## src/rtl/core/cpsc_pkg.sv

```systemverilog
// Shared types and constants for the cross power spectrum block.
// No dependencies; every other file but cpsc_ram imports this package.
`default_nettype none
package cpsc_pkg;

  localparam int MAX_ROW_LEN = 64;
  localparam int MAX_ROWS    = 64;
  localparam int STORE_DEPTH = MAX_ROW_LEN * MAX_ROWS;

  localparam int ADDR_W   = $clog2(STORE_DEPTH);
  localparam int COL_W    = $clog2(MAX_ROW_LEN);
  localparam int ROW_W    = $clog2(MAX_ROWS);
  localparam int CFG_W    = 7;
  localparam int CFG_IDX_W = 2;
  localparam int SAMPLE_W = 16;
  localparam int WORD_W   = 2 * SAMPLE_W;
  localparam int PROD_W   = 17;
  localparam int MUL_W    = 2 * SAMPLE_W;
  localparam int ACC_W    = MUL_W + 2;
  localparam int FRAC_SHIFT = 15;

  localparam int QDEPTH = 4;
  localparam int QPTR_W = $clog2(QDEPTH);
  localparam int QCNT_W = $clog2(QDEPTH + 1);

  localparam logic OP_LOAD = 1'b0;
  localparam logic OP_CORR = 1'b1;

  localparam logic [CFG_IDX_W-1:0] REG_ROW_LENGTH   = 2'd0;
  localparam logic [CFG_IDX_W-1:0] REG_ROW_COUNT    = 2'd1;
  localparam logic [CFG_IDX_W-1:0] REG_CENTER_ENABLE = 2'd2;

  typedef struct packed {
    logic [CFG_W-1:0] row_length;
    logic [CFG_W-1:0] row_count;
    logic             center_enable;
  } cfg_t;

  typedef struct packed {
    logic signed [SAMPLE_W-1:0] ref_re;
    logic signed [SAMPLE_W-1:0] ref_im;
    logic signed [SAMPLE_W-1:0] s_re;
    logic signed [SAMPLE_W-1:0] s_im;
    logic                       negate;
    logic                       last;
  } job_t;

  typedef struct packed {
    logic              valid;
    logic [QCNT_W-1:0] count;
  } q_stat_t;

endpackage
`default_nettype wire

```

## src/rtl/core/cpsc_if.sv

```systemverilog
// Valid/ready channel interfaces for input samples and product results.
// Depends on cpsc_pkg.
`default_nettype none


interface cpsc_out_if import cpsc_pkg::*; ();
  logic                     valid;
  logic                     ready;
  logic signed [PROD_W-1:0] prod_re;
  logic signed [PROD_W-1:0] prod_im;
  logic                     frame_last;

  modport source(output valid, prod_re, prod_im, frame_last, input ready);
  modport sink(input valid, prod_re, prod_im, frame_last, output ready);
endinterface
`default_nettype wire

```

## src/rtl/core/cpsc_back.sv

```systemverilog
// Back end: complex multiply by the conjugate, centering sign, scaling
// and saturation into the output register. Depends on cpsc_pkg, cpsc_if.
`default_nettype none
module cpsc_back import cpsc_pkg::*; (
  input  wire logic    clk,
  input  wire logic    rst,
  input  wire q_stat_t q_stat,
  input  wire job_t    head,
  output logic         pop,
  cpsc_out_if.source   result_ch
);

  localparam logic signed [ACC_W-1:0] ACC_MAX = ACC_W'(2 ** (PROD_W - 1) - 1);
  localparam logic signed [ACC_W-1:0] ACC_MIN = ACC_W'(-(2 ** (PROD_W - 1)));

  function automatic logic signed [PROD_W-1:0] scale_sat(input logic signed [ACC_W-1:0] v);
    logic signed [ACC_W-1:0] sh;
    sh = v >>> FRAC_SHIFT;
    if (sh > ACC_MAX) begin
      return ACC_MAX[PROD_W-1:0];
    end else if (sh < ACC_MIN) begin
      return ACC_MIN[PROD_W-1:0];
    end
    return sh[PROD_W-1:0];
  endfunction

  logic                    b_valid, b_neg, b_last;
  logic signed [MUL_W-1:0] rr, ii, ir, ri;
  logic                    o_load, b_load;
  logic signed [ACC_W-1:0] sum_re, sum_im, acc_re, acc_im;

  assign o_load = !result_ch.valid || result_ch.ready;
  assign b_load = !b_valid || o_load;
  assign pop    = b_load && q_stat.valid;

  always_ff @(posedge clk) begin
    if (rst) begin
      b_valid         <= 1'b0;
      result_ch.valid <= 1'b0;
    end else begin
      if (b_load) begin
        b_valid <= q_stat.valid;
      end
      if (o_load) begin
        result_ch.valid <= b_valid;
      end
    end
  end

  always_ff @(posedge clk) begin
    if (pop) begin
      rr     <= head.ref_re * head.s_re;
      ii     <= head.ref_im * head.s_im;
      ir     <= head.ref_im * head.s_re;
      ri     <= head.ref_re * head.s_im;
      b_neg  <= head.negate;
      b_last <= head.last;
    end
  end

  always_comb begin
    sum_re = ACC_W'(rr) + ACC_W'(ii);
    sum_im = ACC_W'(ir) - ACC_W'(ri);
    acc_re = b_neg ? -sum_re : sum_re;
    acc_im = b_neg ? -sum_im : sum_im;
  end

  always_ff @(posedge clk) begin
    if (o_load && b_valid) begin
      result_ch.prod_re    <= scale_sat(acc_re);
      result_ch.prod_im    <= scale_sat(acc_im);
      result_ch.frame_last <= b_last;
    end
  end

endmodule
`default_nettype wire

```

## src/flat_wrapper.sv

```systemverilog
// flat-port wrapper written by rule: the top's interface ports become plain ports
module cpsc_back_flat import cpsc_pkg::*;
  (clk, rst, q_stat, head, pop, result_ch_valid, result_ch_prod_re, result_ch_prod_im, result_ch_frame_last, result_ch_ready);
  cpsc_out_if result_ch_i ();
  input  wire logic clk;
  input  wire logic rst;
  input  wire q_stat_t q_stat;
  input  wire job_t head;
  output logic pop;
  output wire logic [$bits(result_ch_i.valid)-1:0] result_ch_valid;
  output wire logic [$bits(result_ch_i.prod_re)-1:0] result_ch_prod_re;
  output wire logic [$bits(result_ch_i.prod_im)-1:0] result_ch_prod_im;
  output wire logic [$bits(result_ch_i.frame_last)-1:0] result_ch_frame_last;
  input wire logic [$bits(result_ch_i.ready)-1:0] result_ch_ready;
  assign result_ch_valid = result_ch_i.valid;
  assign result_ch_prod_re = result_ch_i.prod_re;
  assign result_ch_prod_im = result_ch_i.prod_im;
  assign result_ch_frame_last = result_ch_i.frame_last;
  assign result_ch_i.ready = result_ch_ready;
  cpsc_back u_core (.clk(clk), .rst(rst), .q_stat(q_stat), .head(head), .pop(pop), .result_ch(result_ch_i));
endmodule
```

## config.mk

```make
export PLATFORM = sky130hd
export DESIGN_NAME = cpsc_back_flat
export DESIGN_NICKNAME = d
export VERILOG_FILES = /design/src/rtl/core/cpsc_pkg.sv /design/src/rtl/core/cpsc_if.sv /design/src/rtl/core/cpsc_back.sv /design/src/flat_wrapper.sv
export SDC_FILE = /design/constraint.sdc
export NUM_CORES = 2
export LEC_CHECK = 0
export BUFFER_PORTS_ARGS = -buffer_cell sky130_fd_sc_hd__buf_2
export CORE_UTILIZATION = 67
export DETAILED_ROUTE_END_ITERATION = 12
export PLACE_DENSITY = 0.87
export SLEW_MARGIN = 20
export SYNTH_ARGS = -nofsm -noshare
export SYNTH_HDL_FRONTEND = slang
export SYNTH_SLANG_ARGS = --single-unit
export TNS_END_PERCENT = 50
```

## constraint.sdc

```tcl
create_clock -name clk -period 22.8 [get_ports clk]
set_clock_uncertainty 0.05 [all_clocks]
set_input_delay 4.56 -clock clk [delete_from_list [all_inputs] [get_ports clk]]
set_output_delay 4.56 -clock clk [all_outputs]
set_load 0.02 [all_outputs]
```

Word-level counts from Yosys, hierarchy flattened
Index checks and enable logic that the tools add are counted.
- register bits: 167
- input bits: 73
- output and inout bits: 37
- word-level logic and storage cells: 43
- add/subtract/negate cells: 4
- $mul: 4
- order comparisons: 4
- multiplexer cells: 14
- reductions and logical operators: 6
- operators with widths (kind ; count):
    $mul A16 B16 Y32 ; 4
    $mux W17 ; 6
    $mux W34 ; 2
    $neg A34 Y34 ; 2
    $gt A19 B17 Y1 const B ; 2
    $lt A19 B17 Y1 const B ; 2
    $add A32 B32 Y33 ; 1
    $sub A32 B32 Y33 ; 1
    $mux W1 ; 6
    $logic_and A1 B1 Y1 ; 2
    $logic_not A1 Y1 ; 2
    $logic_or A1 B1 Y1 ; 2

Logic depth before layout (Yosys ltp)
- depth after elaboration: 8
- mapped depth: 26
- gate-level depth less buffers: 25

Least setup slack after synthesis
Ideal clock, no wire load.
- path type: input -> output
- start point: input port result_ch_ready
- end point: output port pop
- arrival time: 14.445 ns
- required time: 18.190 ns
- slack: 3.745 ns
- cell stages on the path: 2
- path buffers: 0
- path through: nor2b_1 -> a21boi_0
- cells in the longest elaborated chain, start to end: 3
- ends and longest elaborated chain (item ; line ; source):
    from (decl) ; flat_wrapper.sv:14 ; input wire logic [$bits(result_ch_i.ready)-1:0] result_ch_ready;
    $logic_or A1 B1 Y1 ; cpsc_back.sv:32 ; assign o_load = !result_ch.valid || result_ch.ready;
    $logic_or A1 B1 Y1 ; cpsc_back.sv:33 ; assign b_load = !b_valid || o_load;
    $logic_and A1 B1 Y1 ; cpsc_back.sv:34 ; assign pop = b_load && q_stat.valid;
    to (decl) ; flat_wrapper.sv:9 ; output logic pop;
No other way between the ends.

Final worst setup path
- start point: input port head[56] (netlist bit)
- end point: register u_core.ri[29] (data pin)
- cells in the longest elaborated chain, start to end: 1
- ends and longest elaborated chain (item ; line ; source):
    from (decl) ; flat_wrapper.sv:8 ; input wire job_t head;
    $mul A16 B16 Y32 ; cpsc_back.sv:55 ; ri <= head.ref_re * head.s_im;
    to (signal assigned) ; cpsc_back.sv:55 ;
    to (decl) ; cpsc_back.sv:28 ; logic signed [MUL_W-1:0] rr, ii, ir, ri;
No other way between the ends.
A chain may end at the register's enable or synchronous reset.

==> out/results.ini <==
[status]
outcome=finished clean

[floorplanning]
core_area_mm2=0.0728
start_util_pct=67.6
fp.dieH_um=273
dieArea_mm2=0.0746
ios=110
chipWidth_um=273
rows=99

[placement]
dp_hpwl_um=94600
postPlaceCellArea_mm2=0.0504
port_buffers=106
dp_cells=6198
place_congestion=0.913

[cts]
cts_tree=built
clk_latency_ns=0.52
post-cts-setup-buffer-count=0
cts_hold_buf=0
cts_made_buffers=17
cts.sinks=167
h-tree-depth=4
path_clk_slew_ns=0.08
cts_root_buffer=clkbuf_16
ctsResizeCount=0
cts_max_path_buffers=2

[setup_path]
cp_slowest_cell=o41ai_1
reg2reg_slack_ns=17.33
cp_common_cell=fa_1
crit_chain=buf_2 -> nand2_1 -> fa_1 -> inv_1 -> fa_1 -> inv_1 -> fa_1 -> inv_1 -> fa_1 -> fa_1 -> inv_1 -> fa_1 -> inv_1 -> ha_1 -> o21a_1 -> o21ai_0 -> a31oi_1 -> a31o_2 -> o41ai_1 -> o21ai_0 -> o41a_1 -> a41oi_1 -> nor2b_1 -> xnor2_1
critPathMaxStageDelay_ns=0.78
startpoint_type=primary input
crit_fanout=32
critPathKind=in2reg
critPathBufInv=6
cp.required_ns=23.01
path_delay_family=adder cells
endpoint_kind=flop
arrival_ns=12.18

[drt]
routed_wl_um=125000
drtIter0Drc=3218
avgRoutedWirePerCell_um=20.1
drt_pass1_iterations=6
drtAntennaViolNets=0
routed_via_density=5.91
drc_errors=0
vias=36800

[synthesis]
yosysWarnings=0
synth_area_mm2=0.0492
yosysMostFrequentCell=inv_1
ys_async_sr_fraction_pct=0
synth_common_cells=inv_1 (1282), fa_1 (1050), nand2_1 (630)
synth.largest_area_cell=fa_1
yosysUniqueCellTypes=97
synthTopCellsByArea=fa_1 (43%), edfxtp_1 (10%), ha_1 (10%), inv_1 (9.8%), and2_1 (5.7%)
syn_inst=5323
seq_area_frac_synth_pct=10.1
syn_area_per_cell_um2=9.25
yosysTopAreaCellShare_pct=42.7
synth_edf_count=165
ys.flop_type=edfxtp_1
ys_ff_latch=167
synth_nets=6838

[final_layout]
final_cells=6232
multi_input_comb_area_mm2=0.0386
postLayoutCellArea_mm2=0.0509
drive_gt1_share_pct=4.19
register_area_mm2=0.00499
syn2layout_area_growth_pct=3.38
final_nets=6773
fillers=5209

[sta]
hold_slack_ns=0.383
rsz0062_at_grt=false
maxSlewViolCount=0
final-setup-viol-count=0
max_freq_mhz=83.6
period_share_pct=52.5
fin_crit_ns=11.97
relSlewSlack_pct=27.3
worst_slew_pin_slew_ns=1.09
finalHoldViolCount=0
tns_ns=0

[flow_run]
cap_violations=0

[global_routing]
grt_max_degree=132
grt_pass1_wl_um=205000
grt_antenna_before_repair=7
grt-ovfl-total=0
track_usage_pct=35.5
grt_pass1_vias=40300

[hold_path]
hold_class=reg2reg

-- layout make-up --
cell class                      count  share of cell area (%)
Multi-Input combinational cell   3655                    75.9
Clock buffer                       18                   0.843
Timing Repair Buffer              134                    1.48
Tap cell                          959                    2.36
Inverter                         1283                    9.46
Clock inverter                     13                   0.187
Sequential cell                   167                    9.81
Antenna cell                        3                  0.0147
-- layout by cell type, fill, tap and decap left out, types with 13 or more instances in the layout --
cell type	instances
inv_1	1281
fa_1	1050
nand2_1	630
and2_1	446
ha_1	392
edfxtp_1	165
nor2_1	145
xnor2_1	143
a21oi_1	139
buf_2	106
o21ai_0	92
xor2_1	56
a21o_1	53
nor3_1	45
nand2b_1	42
nand3_1	39
buf_4	27
nor2b_1	25
and3_1	24
o21a_1	24
o21bai_1	22
a211oi_1	18
a31oi_1	17
or3_1	17
clkbuf_16	17
or2_2	14
o211ai_1	13
-- path summary, 6_finish.rpt --
path / start / end / cells after the start
setup / recovery: head[56] / u_core.ri[29]$_DFFE_PP_ / 24
hold / removal: u_core.b_last$_DFFE_PP_ / u_core.result_ch.frame_last$_DFFE_PP_ / 0
setup reg to reg: u_core.rr[0]$_DFFE_PP_ / u_core.result_ch.prod_re[1]$_DFFE_PP_ / 13
hold reg to reg: u_core.b_last$_DFFE_PP_ / u_core.result_ch.frame_last$_DFFE_PP_ / 0
-- state kept, by name, summed over array words and instances (netlist names) --
signal                       flops
u_core.ii                       32
u_core.ir                       32
u_core.ri                       32
u_core.rr                       32
u_core.result_ch.prod_im        17
u_core.result_ch.prod_re        17
u_core.b_last                    1
u_core.b_neg                     1
u_core.b_valid                   1
u_core.result_ch.frame_last      1
u_core.result_ch.valid           1
-- cells by family (layout without fill, tap and decap cells) --
family | after synthesis | in the layout | synth area share, %
XOR/XNOR | 199 | 199 | 3.54
other | 0 | 3 | 0
adder cells (fa/ha/maj) | 1443 | 1443 | 52.7
buffers and inverters | 1501 | 1448 | 11.5
AND/OR/NAND/NOR | 1497 | 1497 | 15.1
AO/OA/AOI/OAI | 508 | 508 | 6.86
flip-flops | 167 | 167 | 10.1
multiplexers | 8 | 8 | 0.168
-- per-layer routing --
metal	GRT usage, %	vias up	share of wire (%)	routed length, um
met5	0	-	0.041	51
met1	43.7	18300	36	44800
met2	56.6	2081	46	58000
met4	21.7	8	7.0	8780
met3	9.05	451	11	13500
li1	-	16000	-	-
-- stage by stage --
step	setup slack (ns)	util, %
2_1_floorplan	3.75	-
3_3_place_gp	10.66	69.2
3_5_place_dp	10.52	69.2
4_1_cts	11.04	69.9
5_1_grt	10.63	69.9
6_report	10.83	69.9
Power is not shown: default switching activity piles up to over one toggle a cycle in this logic, so the estimate is an artifact.
