$ cat config.mk
export PLATFORM = sky130hd
export DESIGN_NAME = cpsc_front_flat
export DESIGN_NICKNAME = d
export VERILOG_FILES = /design/src/rtl/core/cpsc_pkg.sv /design/src/rtl/core/cpsc_if.sv /design/src/rtl/core/cpsc_front.sv /design/src/flat_wrapper.sv
export SDC_FILE = /design/constraint.sdc
export NUM_CORES = 1
export LEC_CHECK = 0
export BUFFER_PORTS_ARGS = -buffer_cell sky130_fd_sc_hd__buf_2
export CAP_MARGIN = 30
export CORE_MARGIN = 4
export CORE_UTILIZATION = 48
export DETAILED_ROUTE_END_ITERATION = 6
export PLACE_DENSITY = 0.8
export SYNTH_ARGS = -nofsm -noshare
export SYNTH_HDL_FRONTEND = slang
export SYNTH_SLANG_ARGS = --single-unit
export TNS_END_PERCENT = 30
$ cat constraint.sdc
create_clock -name clk -period 6.75 [get_ports clk]
set_clock_uncertainty 0.15 [all_clocks]
set_input_delay 1.0125 -clock clk [delete_from_list [all_inputs] [get_ports clk]]
set_output_delay 1.0125 -clock clk [all_outputs]
set_load 0.03 [all_outputs]
$ cat src/rtl/core/cpsc_pkg.sv
// Shared types and constants for the cross power spectrum block.
// No dependencies; every other file but cpsc_ram imports this package.
`default_nettype none
package cpsc_pkg;

  localparam int MAX_ROW_LEN = 64;
  localparam int MAX_ROWS    = 64;
  localparam int STORE_DEPTH = MAX_ROW_LEN * MAX_ROWS;

  localparam int ADDR_W   = $clog2(STORE_DEPTH);
  localparam int COL_W    = $clog2(MAX_ROW_LEN);
  localparam int ROW_W    = $clog2(MAX_ROWS);
  localparam int CFG_W    = 7;
  localparam int CFG_IDX_W = 2;
  localparam int SAMPLE_W = 16;
  localparam int WORD_W   = 2 * SAMPLE_W;
  localparam int PROD_W   = 17;
  localparam int MUL_W    = 2 * SAMPLE_W;
  localparam int ACC_W    = MUL_W + 2;
  localparam int FRAC_SHIFT = 15;

  localparam int QDEPTH = 4;
  localparam int QPTR_W = $clog2(QDEPTH);
  localparam int QCNT_W = $clog2(QDEPTH + 1);

  localparam logic OP_LOAD = 1'b0;
  localparam logic OP_CORR = 1'b1;

  localparam logic [CFG_IDX_W-1:0] REG_ROW_LENGTH   = 2'd0;
  localparam logic [CFG_IDX_W-1:0] REG_ROW_COUNT    = 2'd1;
  localparam logic [CFG_IDX_W-1:0] REG_CENTER_ENABLE = 2'd2;

  typedef struct packed {
    logic [CFG_W-1:0] row_length;
    logic [CFG_W-1:0] row_count;
    logic             center_enable;
  } cfg_t;

  typedef struct packed {
    logic signed [SAMPLE_W-1:0] ref_re;
    logic signed [SAMPLE_W-1:0] ref_im;
    logic signed [SAMPLE_W-1:0] s_re;
    logic signed [SAMPLE_W-1:0] s_im;
    logic                       negate;
    logic                       last;
  } job_t;

  typedef struct packed {
    logic              valid;
    logic [QCNT_W-1:0] count;
  } q_stat_t;

endpackage
`default_nettype wire

$ cat src/rtl/core/cpsc_if.sv
// Valid/ready channel interfaces for input samples and product results.
// Depends on cpsc_pkg.
`default_nettype none
interface cpsc_in_if import cpsc_pkg::*; ();
  logic                       valid;
  logic                       ready;
  logic                       op;
  logic signed [SAMPLE_W-1:0] sample_re;
  logic signed [SAMPLE_W-1:0] sample_im;

  modport source(output valid, op, sample_re, sample_im, input ready);
  modport sink(input valid, op, sample_re, sample_im, output ready);
endinterface

`default_nettype wire

$ cat src/rtl/core/cpsc_front.sv
// Front end: accepts samples, loads the reference store, tracks raster
// position and issues store reads. Depends on cpsc_pkg and cpsc_if.
`default_nettype none
module cpsc_front import cpsc_pkg::*; (
  input  wire logic         clk,
  input  wire logic         rst,
  input  wire cfg_t         cfg,
  cpsc_in_if.sink           sample_ch,
  input  wire q_stat_t      q_stat,
  output logic              push,
  output job_t              push_job,
  output logic              ram_we,
  output logic [ADDR_W-1:0] ram_waddr,
  output logic [WORD_W-1:0] ram_wdata,
  output logic [ADDR_W-1:0] ram_raddr,
  input  wire logic [WORD_W-1:0] ram_rdata
);

  localparam int TOT_W  = 2 * CFG_W;
  localparam int AFUL_W = ROW_W + CFG_W + 1;

  logic [CFG_W-1:0]  len, rows;
  logic [TOT_W-1:0]  total;
  logic [ADDR_W-1:0] load_pos;
  logic [COL_W-1:0]  col;
  logic [ROW_W-1:0]  row;
  logic              col_end, row_end, accept;
  logic [AFUL_W-1:0] addr_full;

  // Held between the read issue and the registered store data
  logic                       f_valid;
  logic signed [SAMPLE_W-1:0] f_re, f_im;
  logic                       f_neg, f_last;

  always_comb begin
    if (cfg.row_length == '0) begin
      len = CFG_W'(1);
    end else if (cfg.row_length > CFG_W'(MAX_ROW_LEN)) begin
      len = CFG_W'(MAX_ROW_LEN);
    end else begin
      len = cfg.row_length;
    end
    if (cfg.row_count == '0) begin
      rows = CFG_W'(1);
    end else if (cfg.row_count > CFG_W'(MAX_ROWS)) begin
      rows = CFG_W'(MAX_ROWS);
    end else begin
      rows = cfg.row_count;
    end
  end

  assign total     = TOT_W'(len) * TOT_W'(rows);
  assign col_end   = (CFG_W'(col) + CFG_W'(1)) >= len;
  assign row_end   = (CFG_W'(row) + CFG_W'(1)) >= rows;
  assign addr_full = AFUL_W'(row) * AFUL_W'(len) + AFUL_W'(col);

  // Reserve a queue slot for the read already in flight
  assign sample_ch.ready = (QCNT_W'(q_stat.count) + QCNT_W'(f_valid)) < QCNT_W'(QDEPTH);
  assign accept          = sample_ch.valid && sample_ch.ready;

  assign ram_we    = accept && (sample_ch.op == OP_LOAD);
  assign ram_waddr = load_pos;
  assign ram_wdata = {sample_ch.sample_im, sample_ch.sample_re};
  assign ram_raddr = addr_full[ADDR_W-1:0];

  always_ff @(posedge clk) begin
    if (rst) begin
      load_pos <= '0;
      col      <= '0;
      row      <= '0;
      f_valid  <= 1'b0;
    end else begin
      f_valid <= accept && (sample_ch.op == OP_CORR);
      if (accept) begin
        if (sample_ch.op == OP_LOAD) begin
          if ((TOT_W'(load_pos) + TOT_W'(1)) >= total) begin
            load_pos <= '0;
          end else begin
            load_pos <= load_pos + ADDR_W'(1);
          end
        end else begin
          if (col_end) begin
            col <= '0;
            row <= row_end ? '0 : row + ROW_W'(1);
          end else begin
            col <= col + COL_W'(1);
          end
        end
      end
    end
  end

  always_ff @(posedge clk) begin
    if (accept && (sample_ch.op == OP_CORR)) begin
      f_re   <= sample_ch.sample_re;
      f_im   <= sample_ch.sample_im;
      f_neg  <= cfg.center_enable && (col[0] ^ row[0]);
      f_last <= col_end && row_end;
    end
  end

  assign push            = f_valid;
  assign push_job.ref_re = ram_rdata[SAMPLE_W-1:0];
  assign push_job.ref_im = ram_rdata[WORD_W-1:SAMPLE_W];
  assign push_job.s_re   = f_re;
  assign push_job.s_im   = f_im;
  assign push_job.negate = f_neg;
  assign push_job.last   = f_last;

endmodule
`default_nettype wire

$ cat src/flat_wrapper.sv
// flat-port wrapper written by rule: the top's interface ports become plain ports
module cpsc_front_flat import cpsc_pkg::*;
  (clk, rst, cfg, q_stat, push, push_job, ram_we, ram_waddr, ram_wdata, ram_raddr, ram_rdata, sample_ch_valid, sample_ch_op, sample_ch_sample_re, sample_ch_sample_im, sample_ch_ready);
  cpsc_in_if sample_ch_i ();
  input  wire logic clk;
  input  wire logic rst;
  input  wire cfg_t cfg;
  input  wire q_stat_t q_stat;
  output logic push;
  output job_t push_job;
  output logic ram_we;
  output logic [ADDR_W-1:0] ram_waddr;
  output logic [WORD_W-1:0] ram_wdata;
  output logic [ADDR_W-1:0] ram_raddr;
  input  wire logic [WORD_W-1:0] ram_rdata;
  input wire logic [$bits(sample_ch_i.valid)-1:0] sample_ch_valid;
  input wire logic [$bits(sample_ch_i.op)-1:0] sample_ch_op;
  input wire logic [$bits(sample_ch_i.sample_re)-1:0] sample_ch_sample_re;
  input wire logic [$bits(sample_ch_i.sample_im)-1:0] sample_ch_sample_im;
  output wire logic [$bits(sample_ch_i.ready)-1:0] sample_ch_ready;
  assign sample_ch_i.valid = sample_ch_valid;
  assign sample_ch_i.op = sample_ch_op;
  assign sample_ch_i.sample_re = sample_ch_sample_re;
  assign sample_ch_i.sample_im = sample_ch_sample_im;
  assign sample_ch_ready = sample_ch_i.ready;
  cpsc_front u_core (.clk(clk), .rst(rst), .cfg(cfg), .sample_ch(sample_ch_i), .q_stat(q_stat), .push(push), .push_job(push_job), .ram_we(ram_we), .ram_waddr(ram_waddr), .ram_wdata(ram_wdata), .ram_raddr(ram_raddr), .ram_rdata(ram_rdata));
endmodule
# ---- After elaboration in Yosys (flattened, before gate mapping)
# Index checks and enable logic that the tools add are counted.
dict set report word_totals {
  reg_bits 59
  inputBits 87
  output_inout_bits 125
  word_cells 43
}
dict set report classes {
  n_addsub 8
  mul 2
  magnitude_cmp 6
  muxes 7
  n_bitwise 2
  reduce_logical 10
}
# op n
set ops {}
lappend ops {{7-bit two-way mux} 4}
lappend ops {{6-bit by 1-bit adder with 7-bit output, second input constant} 2}
lappend ops {{14-bit >= comparator} 1}
lappend ops {{7-bit >= comparator} 2}
lappend ops {{7-bit > comparator, second input constant} 2}
lappend ops {{7-bit zero test} 2}
lappend ops {{7-bit by 7-bit multiplier with 14-bit output} 1}
lappend ops {{12-bit by 1-bit adder with 13-bit output, second input constant} 1}
lappend ops {{12-bit by 1-bit adder with 12-bit output, second input constant} 1}
lappend ops {{12-bit by 6-bit adder with 12-bit output} 1}
lappend ops {{6-bit by 1-bit adder with 6-bit output, second input constant} 2}
lappend ops {{6-bit by 7-bit multiplier with 12-bit output} 1}
lappend ops {{12-bit two-way mux} 1}
lappend ops {{6-bit two-way mux} 2}
lappend ops {{1-bit logical AND} 5}
lappend ops {{2-bit AND reduction} 2}
lappend ops {{3-bit by 1-bit adder with 3-bit output} 1}
lappend ops {{3-bit less-than comparator, second input constant} 1}
lappend ops {{3-bit AND reduction} 1}
lappend ops {{1-bit NOT} 1}
lappend ops {{1-bit XOR} 1}

# ---- Logic depth before layout (Yosys ltp)
# Gate-level depths: netlist (run 1).
dict set report depth {
  ltp_word 6
  mapped_depth 27
  ltp_nobuf 27
}

# ---- Least setup slack after synthesis (run 1)
# Ideal clock, no wire load.
dict set report synth_timing {
  kind {input-to-reg}
  start {input cfg[11] (netlist name)}
  end {register u_core.load_pos[0], in the netlist u_core.ram_waddr[0]}
  setup_time_ps 71
  arrival_ps 6927
  required_ps 6529
  setup_slack_ps -397
  path_stages 25
  n_path_buf 0
  cell_sequence {or4_1 > nor2_1 > o21ai_1 > clkinv_1 > nand2_1 > fa_1 > fa_1 > inv_1 > fa_1 > inv_1 > fa_1 > inv_1 > ha_1 > a2111oi_0 > nor4_2 > a21boi_0 > xor2_1 > ha_1 > nand4_1 > nor2_1 > and3_1 > a221oi_2 > a22oi_4 > or3_1 > a21oi_1}
}
dict set report synth_between {
  elab_chain_len 6
  word_cells_on_any_way 7
  classes_between {mul (1); order compare (2); mux (3); reduce/logical (1)}
}
# element line_no
set synth_lines {}
lappend synth_lines {{from (decl)} flat_wrapper.sv:7} ;# input wire cfg_t cfg;
lappend synth_lines {{7-bit > comparator} cpsc_front.sv:38} ;# end else if (cfg.row_length > CFG_W'(MAX_ROW_LEN)) begin
lappend synth_lines {{7-bit two-way mux} cpsc_front.sv:38}
lappend synth_lines {{7-bit two-way mux (*)} cpsc_front.sv:36} ;# if (cfg.row_length == '0) begin
lappend synth_lines {{7-bit by 7-bit multiplier with 14-bit output (*)} cpsc_front.sv:52} ;# assign total = TOT_W'(len) * TOT_W'(rows);
lappend synth_lines {{14-bit >= comparator (*)} cpsc_front.sv:76} ;# if ((TOT_W'(load_pos) + TOT_W'(1)) >= total) begin
lappend synth_lines {{12-bit two-way mux (*)} cpsc_front.sv:76}
lappend synth_lines {{to (signal assigned)} cpsc_front.sv:79} ;# load_pos <= load_pos + ADDR_W'(1);
lappend synth_lines {{to (decl)} cpsc_front.sv:24} ;# logic [ADDR_W-1:0] load_pos;
# Mark *: on every way between the ends. The rest lies on a longest branch, timed or not.
# A chain may end at the register's enable or synchronous reset.

# ---- Worst setup path in the final report (run 1)
dict set report layout_timing {
  start {input cfg[9] (netlist name)}
  end {register u_core.load_pos[1], in the netlist u_core.ram_waddr[1]}
}
# The elaborated chain is that of the path after synthesis.

==> results of run 1 <==
-- flip-flops by register name (all words and copies together) (netlist names) --
register	cells
u_core.f_im	16
u_core.f_last	1
u_core.col	6
u_core.ram_waddr	12
u_core.push	1
u_core.row	6
u_core.f_re	16
u_core.f_neg	1
-- routing by layer --
metal,track usage,up-vias,wire [um],part of all wire
met3,0.0356,23,1170,0.081
met1,0.232,2464,6060,0.42
met2,0.298,205,6960,0.48
li1,-,2589,-,-
met5,0,-,0,0
met4,0.0580,0,228,0.016
-- metrics by stage --
step	std cells	total power, uW	cell area (sq um)	utilization
2_1_floorplan	733	612	6690	-
5_1_grt	1028	1190	7850	0.586
3_5_place_dp	1008	654	7350	0.549
4_1_cts	1024	1140	7700	0.575
3_3_place_gp	1008	647	7350	0.549
6_report	1028	1140	7850	0.586
-- placed cells by master (no fill, tap or decap), types with 5 or more instances in the layout --
| master | count |
|---|---|
| inv_1 | 81 |
| a21oi_1 | 19 |
| and2_1 | 21 |
| o21ai_1 | 5 |
| buf_2 | 141 |
| nor3_1 | 9 |
| xnor2_1 | 31 |
| edfxtp_1 | 34 |
| a22o_1 | 7 |
| fa_1 | 47 |
| nor2b_1 | 15 |
| and3_1 | 9 |
| nor2_1 | 59 |
| clkbuf_16 | 9 |
| o21ai_0 | 13 |
| nand2b_1 | 9 |
| dfxtp_1 | 25 |
| xor2_1 | 20 |
| ha_1 | 89 |
| nand3_1 | 12 |
| nand2_1 | 66 |
| buf_4 | 41 |
-- worst max-delay path, stage by stage --
cell and delay (ns):
buf_6 0.09, or4_4 0.53, nor2_4 0.12, o21ai_2 0.07
clkinv_2 0.06, nand2_2 0.05, fa_1 0.50, fa_1 0.51
inv_2 0.04, fa_1 0.47, inv_1 0.05, fa_1 0.48
inv_2 0.05, ha_4 0.28, a21boi_2 0.17, o21ai_2 0.08
a21oi_2 0.17, nor3_1 0.07, a311oi_1 0.26, ha_1 0.31
nand3_2 0.09, nor2_4 0.06, and3_4 0.19, a221oi_4 0.32
a22oi_4 0.16, nor3_4 0.33, a22o_1 0.19
-- area by class of cell --
type                       instances  area share
clock buffer                       9      0.0287
clock inverter                     7      0.0118
inverter                          84      0.0403
multi-input combinational        507       0.561
sequential                        59       0.194
tap                              176      0.0281
timing repair buffer             186       0.136
-- cells by family (layout without fill, tap and decap cells) --
group	Yosys count	count (layout)
compound gates	88	88
xor+xnor	51	51
fa+ha+maj	139	139
buf+inv	167	286
flops	59	59
mux	3	3
simple gates	226	226
-- repair_timing --
action                     4_1_cts  5_1_grt
buffers inserted                 0        4
resized for setup                6       29
pin swaps                        2       35
setup endpoints to repair        3       16
-- power breakdown --
group	switching (uW)	internal [uW]	total (uW)
sequential	3.25	389	392
combinational	161	110	271
clock	159	321	480
-- how the worst min path moves through the flow --
stage | to
floorplan | u_core.row[4]
global placement | u_core.ram_waddr[4]
detailed placement | u_core.ram_waddr[4]
CTS | u_core.ram_waddr[4]
global route | u_core.ram_waddr[4]
finish | u_core.ram_waddr[4]
==> impl_metrics.yaml, run 1 <==
global_route:
  grt_max_degree: 42
  grt_antenna_before_repair: 0
  grt_pass1_wl_mm: 23.5
  grt_pass1_vias: 5041
  grt_use_total: 0.178
  overflow: 0
detailed_routing:
  vias_per_cell: 5.14
  ant_nets: 0
  drc: 0
  drtPass1Iterations: 4
  drt_iter0_drc: 275
  wl_per_cell_um: 14.0
  routed-via-count: 5281
  wirelength_mm: 14.4
clock_network:
  insertion_delay_ns: 0.32
  clk_path_buf_depth: 2
  cts_tree: "yes"
  ctsHoldBuffers: 0
  clock-sinks: 59
  cts_buffers: 9
  clk_pin_slew_ns: 0.05
  root_buffer: "clkbuf_16"
  h-tree-depth: 3
timing:
  timing.setup.tns_ns: 0
  timing.final.crit_share: 0.975
  holdWs_ns: 0.400
  rsz0062_at_grt: "true"
  setup_violations: 0
  min_period_ns: 6.58
  finalHoldViolCount: 0
  slew_headroom: 0.437
  worst_pin_slew_ns: 0.836
  setup_ws_ns: 0.166
  slew_violations: 0
  max_freq_ghz: 0.152
place:
  hpwl_mm: 12.0
  dp_worst_setup_slack_ns: -0.287
  gp_congestion: 0.910
  io_buffers: 146
critical_path:
  crit_fanout: 7
  rrSetupSlack_ns: 3.17
  startpoint: "cfg[9]"
  rr_startpoint: "u_core.ram_waddr[0]"
  cp-start-kind: "input port"
  cp-endpoint: "u_core.ram_waddr[1]"
  setup.worst_path.class: "input port to flop"
  crit_arrival_ns: 6.70
  r2r-end: "u_core.ram_waddr[1]"
  cp-end-kind: "flop"
  worstPathRequired_ns: 6.87
  worstRegToRegCells: 13
floorplanning:
  core_sq_mm: 0.0134
  die_h_um: 126
  ios: 212
  initial_core_util: 0.496
  die_area_sq_mm: 0.0158
  num_rows: 42
  die_w_um: 126
layout:
  diodes: 0
  seq_area_sq_mm: 0.00152
  n_fill_cell: 1131
  fin_nets: 1073
  area_growth_pct: 18.2
  multi_input_area_sq_mm: 0.00440
  drive_gt1_frac: 0.279
yosys:
  yosysWarnings: 0
  synth_mux_area_frac: 0.00490
  synth_top_family_by_area: "adder cells"
  synth_area_sq_mm: 0.00664
  yosysMostFrequentCell: "ha_1"
  yosysSeqAreaShare: 0.229
  synthTopCellsByArea: "ha_1, edfxtp_1, fa_1, dfxtp_1, buf_4"
  synth_simple_gate_area_share: 0.163
  synth_top_area_share: 0.173
  synth_top_cells_by_count: "ha_1, inv_1, nand2_1"
  ys_types: 53
  synth-async-reset-ratio: 0
  synth_cells: 733
  synth-seq-cells: 59
  syn_avg_cell_area_sq_um: 9.06
  synth_adder_area_share: 0.315
  synth-xor-area-share: 0.0673
  synth_top_cell_by_area: "ha_1"
  syn-num-nets: 959
  synth_ff_type: "edfxtp_1"
  synth-edff-count: 34
  synth_compound_area_frac: 0.0887
pwr:
  p_leak_uw: 0.00392
  powerDensity_mw_per_mm2: 146
  vdd_drop_max_mv: 0.0943
min_path:
  min_path_cells: 1
  worstHoldStart: "u_core.ram_waddr[4]"
  worstHoldPathType: "flop to flop"
run:
  max_cap_violations: 0
outcome:
  status: "finished clean"
No activity file was read; power rests on OpenSTA's default activity.
==> inputs of run 2 (changes only) <==
- SETUP_SLACK_MARGIN: unset -> 0.5
==> run 2 against run 1 <==
Global-route usage up 0.95 points. Non-clock buffer count up 4. Count of clock-buffer cells in the layout unchanged. Largest cell class unchanged. Core utilization up 0.76 points. Worst hold slack better by 0.0013 ns. Die area unchanged. Highest routed layer unchanged. First-iteration DRC count up 6.2%. Via count up 1.1%. Final area up 1.3%.
==> impl_metrics.yaml, run 2 (same netlist as run 1, synthesis figures left out) <==
timing:
  timing.final.crit_share: 0.964
  setup_violations: 0
  rsz0062_at_grt: "true"
  finalHoldViolCount: 0
  setup_ws_ns: 0.244
  worst_pin_slew_ns: 0.875
  max_freq_ghz: 0.154
  min_period_ns: 6.51
  slew_violations: 0
  slew_headroom: 0.411
clock_network:
  insertion_delay_ns: 0.32
  cts_tree: "yes"
  clk_pin_slew_ns: 0.05
  h-tree-depth: 3
  clock-sinks: 59
  cts_buffers: 9
  root_buffer: "clkbuf_16"
  ctsHoldBuffers: 0
  clk_path_buf_depth: 2
pwr:
  power_uw: 1110
  comb_power_share: 0.248
  vdd_drop_max_mv: 0.105
  clkPwrFrac: 0.397
  p_leak_uw: 0.00399
  powerDensity_mw_per_mm2: 139
  p_switching_uw: 323
  swShare: 0.292
  internal-power_uw: 783
  p_seq_frac: 0.355
layout:
  area_growth_pct: 19.7
  diodes: 0
  final_cell_mix: "buf_2, ha_1, inv_1"
  fin_nets: 1077
  drive_gt1_frac: 0.296
  n_fill_cell: 1120
  layout_commonest_cell: "buf_2"
  final_util: 0.593
  stdcell_count: 1032
  stdcell_area_sq_mm: 0.00795
detailed_routing:
  drt_iter0_drc: 292
  ant_nets: 0
  vias_per_cell: 5.17
  drtPass1Iterations: 4
  wirelength_mm: 15.1
  routed-via-count: 5339
  wl_per_cell_um: 14.7
  drc: 0
floorplanning:
  num_rows: 42
  die_area_sq_mm: 0.0158
  ios: 212
  die_h_um: 126
  die_w_um: 126
  initial_core_util: 0.496
  core_sq_mm: 0.0134
global_route:
  grt_pass1_vias: 5062
  grt_max_degree: 42
  grt_pass1_wl_mm: 24.4
  grt_use_total: 0.188
  grt_antenna_before_repair: 0
  overflow: 0
run:
  max_cap_violations: 0
critical_path:
  rr_startpoint: "u_core.ram_waddr[0]"
  cp-end-kind: "flop"
  setup.worst_path.class: "input port to flop"
  cp-start-kind: "input port"
  worstPathRequired_ns: 6.86
  crit_fanout: 7
  worstRegToRegCells: 13
  crit_arrival_ns: 6.61
  startpoint: "cfg[9]"
min_path:
  min_path_cells: 1
  worstHoldStart: "u_core.ram_waddr[3]"
  worstHoldPathType: "flop to flop"
place:
  hpwl_mm: 12.1
  io_buffers: 146
  place_area_sq_mm: 0.00738
  dp_cells: 1008
  dp_worst_setup_slack_ns: -0.180
  gp_congestion: 0.900
outcome:
  status: "finished clean"
run 2: cell type report:
type	instances	area, sq um	share of cell area
Sequential cell	59	1520	0.191
Multi-Input combinational cell	507	4500	0.566
Clock inverter	7	67.6	0.00850
Timing Repair Buffer	190	1100	0.138
Inverter	84	317	0.0398
Clock buffer	9	225	0.0283
Tap cell	176	220	0.0277
run 2: what timing repair did:
| item | CTS | global route |
|---|---|---|
| resized for setup | 35 | 14 |
| pin swaps | 32 | 16 |
| endpoints found under the setup margin | 18 | 19 |
| buffers inserted | 5 | 3 |
run 2: layer usage:
| metal | GRT usage | vias to the layer above | share of wire |
|---|---|---|---|
| met5 | 0 | - | 0 |
| met2 | 0.323 | 193 | 0.49 |
| met4 | 0.0510 | 0 | 0.015 |
| li1 | - | 2603 | - |
| met1 | 0.237 | 2525 | 0.41 |
| met3 | 0.0453 | 18 | 0.078 |
run 2: stage by stage:
| step | setup TNS (ns) | hold WS, ns |
|---|---|---|
| 2_1_floorplan | 0 | 0.291 |
| 4_1_cts | 0 | 0.406 |
| 3_3_place_gp | -1.38 | 0.379 |
| 3_5_place_dp | -1.95 | 0.389 |
| 5_1_grt | 0 | 0.431 |
| 6_report | 0 | 0.401 |
run 2: final timing paths:
path / endpoint / slack [ns]
setup / recovery: u_core.ram_waddr[1] / 0.24
hold / removal: u_core.ram_waddr[3] / 0.40
setup reg to reg: u_core.ram_waddr[1] / 3.22
hold reg to reg: u_core.ram_waddr[3] / 0.40
run 2: critical path, stage by stage:
cell and delay (ns):
buf_6 0.09, or4_4 0.53, nor2_4 0.09, o21ai_2 0.07
clkinv_2 0.07, nand2_2 0.05, fa_1 0.46, fa_1 0.49
inv_1 0.05, fa_1 0.48, inv_1 0.05, fa_1 0.49
inv_2 0.05, ha_4 0.28, a21boi_4 0.16, o21ai_2 0.08
a21oi_2 0.23, nor3_2 0.06, a311oi_2 0.20, ha_1 0.31
nand3_2 0.10, nor2_4 0.06, and3_4 0.15, a221oi_4 0.32
a22oi_4 0.16, nor3_4 0.29, a22o_1 0.21
run 2: power by group through the flow:
stage / combinational [uW] / sequential (uW) / clock (uW)
finish: 274 / 392 / 439
global route: 303 / 393 / 464
CTS: 267 / 392 / 449
detailed placement: 256 / 400 / 0
global placement: 249 / 400 / 0
floorplan: 201 / 412 / 0
